--- config.mk ---
export PLATFORM = sky130hd
export DESIGN_NAME = twc_div
export DESIGN_NICKNAME = d
export VERILOG_FILES = /design/src/design/twc_div.sv
export SDC_FILE = /design/constraint.sdc
export NUM_CORES = 1
export LEC_CHECK = 0
export BUFFER_PORTS_ARGS = -buffer_cell sky130_fd_sc_hd__buf_2
export CAP_MARGIN = 10
export CORE_AREA = 2 2 200 242
export CTS_BUF_LIST = sky130_fd_sc_hd__clkbuf_16
export CTS_CLUSTER_SIZE = 12
export DETAILED_ROUTE_END_ITERATION = 12
export DIE_AREA = 0 0 202 244
export PLACE_DENSITY = 0.67
export SYNTH_ARGS = -nofsm -noshare
export SYNTH_HDL_FRONTEND = slang
export SYNTH_SLANG_ARGS = --single-unit
--- constraint.sdc ---
create_clock -name clk_i -period 4.6 [get_ports clk_i]
set_clock_uncertainty 0.2 [all_clocks]
set_input_delay 1.38 -clock clk_i [delete_from_list [all_inputs] [get_ports clk_i]]
set_output_delay 1.38 -clock clk_i [all_outputs]
set_load 0.01 [all_outputs]
--- src/design/twc_div.sv ---
module twc_div #(
  parameter int unsigned LANES = 1,
  parameter int unsigned NUM_W = 32,
  parameter int unsigned DEN_W = 24,
  parameter int unsigned Q_W   = 8,
  parameter int unsigned TAG_W = 1
) (
  input  logic                        clk_i,
  input  logic                        rst_ni,
  input  logic                        en_i,
  input  logic                        valid_i,
  input  logic [LANES-1:0][NUM_W-1:0] num_i,
  input  logic [DEN_W-1:0]            den_i,
  input  logic [TAG_W-1:0]            tag_i,
  output logic                        valid_o,
  output logic [LANES-1:0][Q_W-1:0]   quot_o,
  output logic [TAG_W-1:0]            tag_o
);

  // restoring division, one quotient bit per stage
  // acc holds {remainder, numerator bits left / quotient bits so far}
  localparam int unsigned ACC_W = DEN_W + Q_W;

  logic [Q_W-1:0]                  vld_q;
  logic [DEN_W-1:0]                den_q [Q_W];
  logic [TAG_W-1:0]                tag_q [Q_W];
  logic [LANES-1:0][ACC_W-1:0]     acc_q [Q_W];
  logic [LANES-1:0][ACC_W-1:0]     acc_d [Q_W];

  always_comb begin
    logic [LANES-1:0][ACC_W-1:0] src;
    logic [DEN_W-1:0]            den;
    logic [DEN_W:0]              t;
    logic [DEN_W:0]              diff;
    logic                        ge;
    for (int s = 0; s < Q_W; s++) begin
      if (s == 0) begin
        for (int l = 0; l < LANES; l++) begin
          src[l] = ACC_W'(num_i[l]);
        end
        den = den_i;
      end else begin
        src = acc_q[(s == 0) ? 0 : s - 1];
        den = den_q[(s == 0) ? 0 : s - 1];
      end
      for (int l = 0; l < LANES; l++) begin
        t    = src[l][ACC_W-1:Q_W-1];
        diff = t - {1'b0, den};
        ge   = (t >= {1'b0, den});
        acc_d[s][l] = {(ge ? diff[DEN_W-1:0] : t[DEN_W-1:0]), src[l][Q_W-2:0], ge};
      end
    end
  end

  always_ff @(posedge clk_i or negedge rst_ni) begin
    if (!rst_ni) begin
      vld_q <= '0;
    end else if (en_i) begin
      vld_q <= {vld_q[Q_W-2:0], valid_i};
    end
  end

  always_ff @(posedge clk_i) begin
    if (en_i) begin
      for (int s = 0; s < Q_W; s++) begin
        acc_q[s] <= acc_d[s];
        if (s == 0) begin
          den_q[s] <= den_i;
          tag_q[s] <= tag_i;
        end else begin
          den_q[s] <= den_q[(s == 0) ? 0 : s - 1];
          tag_q[s] <= tag_q[(s == 0) ? 0 : s - 1];
        end
      end
    end
  end

  always_comb begin
    for (int l = 0; l < LANES; l++) begin
      quot_o[l] = acc_q[Q_W-1][l][Q_W-1:0];
    end
  end

  assign valid_o = vld_q[Q_W-1];
  assign tag_o   = tag_q[Q_W-1];

endmodule

==> summary.md <==
| Metric | Value |
|---|---|
| Required arrival time at the worst endpoint | `approximately 4.7 ns` |
| Start-to-end type of the worst setup path | `input pin to register` |
| Reg-to-reg startpoint | `den_q[0][1]` |
| Count of final hold-check violations | `0` |
| Share of synthesized cell area in and, or, nand and nor gates | `9.09%` |
| GRT Util Overall | `18.4%` |
| Register-to-register setup slack | `0.71 ns` |
| Number of placed instances, taps included | `2764` |
| Detailed-route vias per instance | `roughly 5.4` |
| Clock transition at the registers of the reported paths | `roughly 0.060 ns` |
| Worst hold path startpoint | `tag_q[0][3]` |
| CTS tree | `done` |
| Top_reg_cell synth | `edfxtp_1` |
| Slew at the pin closest to its max-slew limit | `0.709 ns` |
| Count of cells along the worst hold path | `0` |
| Accumulated negative setup slack | `0 ns` |
| Proportion of synthesized area in mux cells | `under 10%` |
| Maximum number of pins on one net before global-route repair | `75` |
| Synth async-reset ratio | `1.92%` |
| Max-slew headroom at the worst pin | `51.5%` |
| Number of antenna violations at the first check in global routing | `0` |
| Number of global-route vias before repair | `about 16k` |
| Max-cap check violation count | `0` |
| Layout cells sized above 1 | `11.0%` |
| Post-route clock period utilization | `a little under nine tenths` |
| Hold-fix buffers at CTS | `0` |
| Initial detailed-routing violation count | `680` |
| Number of setup buffers added after CTS | `0` |
| Count of final setup violators | `0` |
| Total CTS buffers | `44` |
| Root buffer cell | `clkbuf_16` |
| Routability Congestion | `just under 1` |
| Horizontal extent of the die | `202 um` |
| Clock latency on the worst-skew pair | `0.56 ns` |
| Cell area after placement | `24900 um2` |
| Critical path startpoint category | `input pin` |
| Boundary pin count | `71` |
| Top layer used by detailed routing | `met4` |
| Number of unique standard cell types used by synthesis | `81` |
| Synthesized-area fraction occupied by ao, oa, aoi and oai cells | `approximately 14%` |
| Post-route core utilization | `56.0%` |
| RSZ-0062 raised after global routing | `false` |
| Number of nets still failing antenna checks after routing | `0` |
| Y dimension of the die | `about 240 um` |
| Largest fanout of any net on the critical path | `37` |
| Area added between synthesis and finish | `10.3%` |
| Die Area | `49300 um2` |
| Sequential-to-total area share from yosys stat | `52.5%` |
| Worst Reg2Reg Path Length in Cells | `12` |
| Pins Over Slew Limit | `0` |
| Residual overflow from global routing | `0` |
| Yosys top cell by area | `edfxtp_1` |
| Number of standard cells in the layout, taps in and fillers out | `2835` |
| Maximum frequency from static timing analysis | `253 MHz` |
| Avg Inst Size Synth | `11.3 um2` |
| WL final | `around 44000 um` |
| Cell count after synthesis | `2094` |
| Highest ir drop seen on vdd | `0.000288 V` |
| Met2 WL post-DR | `23000 um` |
| End of the worst register-to-register path | `acc_q[0][43]` |
| Wire per inst | `15.6 um` |
| Post-route minimum period | `between 3 and 4 ns` |
| Seq cells post-synth | `between 400 and 500` |
| Number of levels in the clock H-tree | `2` |
| Routed metal-1 wire length | `16800 um` |
| Ratio of total power to cell area | `just under 600 nW/um2` |
| Floorplan core area | `46700 um2` |
| Count of synthesis-stage warnings from yosys | `0` |
| Run status | `complete, no violations` |
| Biggest area contributors in the synthesized netlist | `edfxtp_1 (52%), ha_1 (10%), inv_1 (3.8%)` |
| Inserted Diodes | `0` |
| PortBufs | `70` |
| Post-Synth XOR/XNOR Area | `between 4 and 5%` |
| CP arrival | `4.07 ns` |
| Syn_nets | `2354` |
| Initial cell density of the core | `50.8%` |
| Type of element capturing the critical path | `register` |
| Final design area excluding fillers | `26100 um2` |
| Adder-cell share of the synthesized area | `10.7%` |
| Min-delay worst type | `register to register` |
| Total of cells resized after clock tree synthesis | `0` |
| Row count | `87` |
| Final net count | `2447` |
| CTS sink cnt | `416` |
| Syn Std Cell Area | `23700 um2` |
| Hold worst-path end | `tag_q[1][0]` |
| Total met3 wirelength after detailed routing | `1450 um` |
| Global-route wire length before repair | `73400 um` |
| Vias | `15.3k` |
| Area share of the largest cell type after synthesis | `51.7%` |
| Number of enable-type register cells in the synthesized netlist | `408` |
| Maximum buffer depth of the clock tree | `3` |
| DP Wirelength | `approximately 35000 um` |
| Number of DRC violations after detailed routing | `0` |
| Static Leakage | `approximately 11 nW` |
| Sum of internal, switching and leakage power | `0.0154 W` |
| Initial DRT Pass Iterations | `5` |
| Dominant combinational cell family by area after synthesis | `compound AO/OA/AOI/OAI gates` |
[stage by stage]
step / setup WS (ns) / hold WS [ns]
floorplan: 0.532 / 0.200
global placement: 0.244 / 0.201
detailed placement: 0.130 / 0.205
CTS: 0.669 / 0.209
global route: 0.478 / 0.217
finish: 0.645 / 0.209
[layout make-up]
class | count | area [um2]
Clock buffer | 45 | 1130
Clock inverter | 26 | 131
Fill cell | 3937 | 20600
Inverter | 240 | 901
Multi-Input combinational cell | 1388 | 10100
Sequential cell | 416 | 12500
Tap cell | 623 | 779
Timing Repair Buffer | 97 | 651
[power breakdown]
group	internal (W)	switching [W]	total, W
combinational	0.00289	0.00354	0.00644
sequential	0.00545	0.000412	0.00586
clock	0.00180	0.00132	0.00312
total	0.0101	0.00528	0.0154
[flip-flops by register name, indices dropped and copies added, names as in the netlist]
| signal | count |
|---|---|
| acc_q | 232 |
| den_q | 168 |
| tag_q | 8 |
| vld_q | 8 |
[routing by layer]
| layer | vias up | track usage [%] |
|---|---|---|
| met5 | - | 0 |
| met4 | 0 | 11.3 |
| met3 | 144 | 3.00 |
| met2 | 290 | 34.8 |
| met1 | 7091 | 18.9 |
| li1 | 7812 | - |
[cell families after synthesis]
kind of cell | Yosys count
AO/OA/AOI/OAI | 528
AND/OR/NAND/NOR | 456
flip-flops | 416
buffers and inverters | 290
adder cells (fa/ha/maj) | 199
XOR/XNOR | 130
multiplexers | 75
[worst max-delay path by stage]
stage	startpoint	end	slack (ns)	cells past startpoint
finish	den_i[1]	acc_q[0][11]	0.65	13
detailed placement	den_i[1]	acc_q[0][11]	0.13	13
floorplan	den_i[9]	acc_q[0][21]	0.53	11
global placement	den_i[1]	acc_q[0][11]	0.24	13
CTS	den_q[0][1]	acc_q[0][46]	0.67	12
global route	den_q[0][1]	acc_q[0][46]	0.48	12
[worst max-delay path: stages]
cell and delay (ns):
buf_2 0.11, inv_1 0.04, ha_1 0.30, nor2b_1 0.15, o31ai_1 0.33, a2111oi_0 0.17
nor2_1 0.29, a21oi_1 0.20, a221oi_1 0.38, a22o_1 0.31, buf_12 0.21, nand3b_1 0.13
nand2_1 0.05
[cell usage in the layout, fill, tap and decap left out, types with 10 or more instances in the layout]
cell / n
nand2b_1: 18
nor3_1: 25
o21bai_1: 11
edfxtp_1: 408
inv_1: 247
clkbuf_16: 45
o21ai_0: 152
o31ai_1: 10
clkinv_1: 11
xnor2_1: 63
xor2_1: 67
o21a_1: 29
buf_4: 20
a211oi_1: 13
nor2_1: 103
buf_2: 69
a21oi_1: 132
nor2b_1: 30
a21boi_0: 13
mux2_2: 64
and3_1: 15
nand3_1: 34
ha_1: 192
o211ai_1: 12
a31oi_1: 14
nand4_1: 25
nand2_1: 160
a21o_1: 67
[cell usage after synthesis (all sizes together), types with 4 or more instances]
master / n
a221oi: 5
nor4: 6
nor2b: 30
o21ai: 156
a211oi: 14
edfxtp: 408
clkbuf: 26
a31oi: 14
or3: 8
a41oi: 6
dfrtp: 8
inv: 240
a21boi: 13
o21a: 29
nand2b: 18
and2: 8
nor3: 26
a21oi: 133
o21bai: 11
or2: 7
xnor2: 63
xor2: 67
a2111oi: 6
nand2: 160
and3: 15
nand4: 25
o31ai: 12
fa: 7
a211o: 4
o41ai: 6
buf: 24
nand3b: 4
nor2: 103
ha: 192
a311oi: 4
mux2i: 6
o31a: 6
a21o: 67
mux2: 69
o211ai: 13
nand3: 35
o22ai: 4
and4: 6
(Power assumes the default switching activity.)
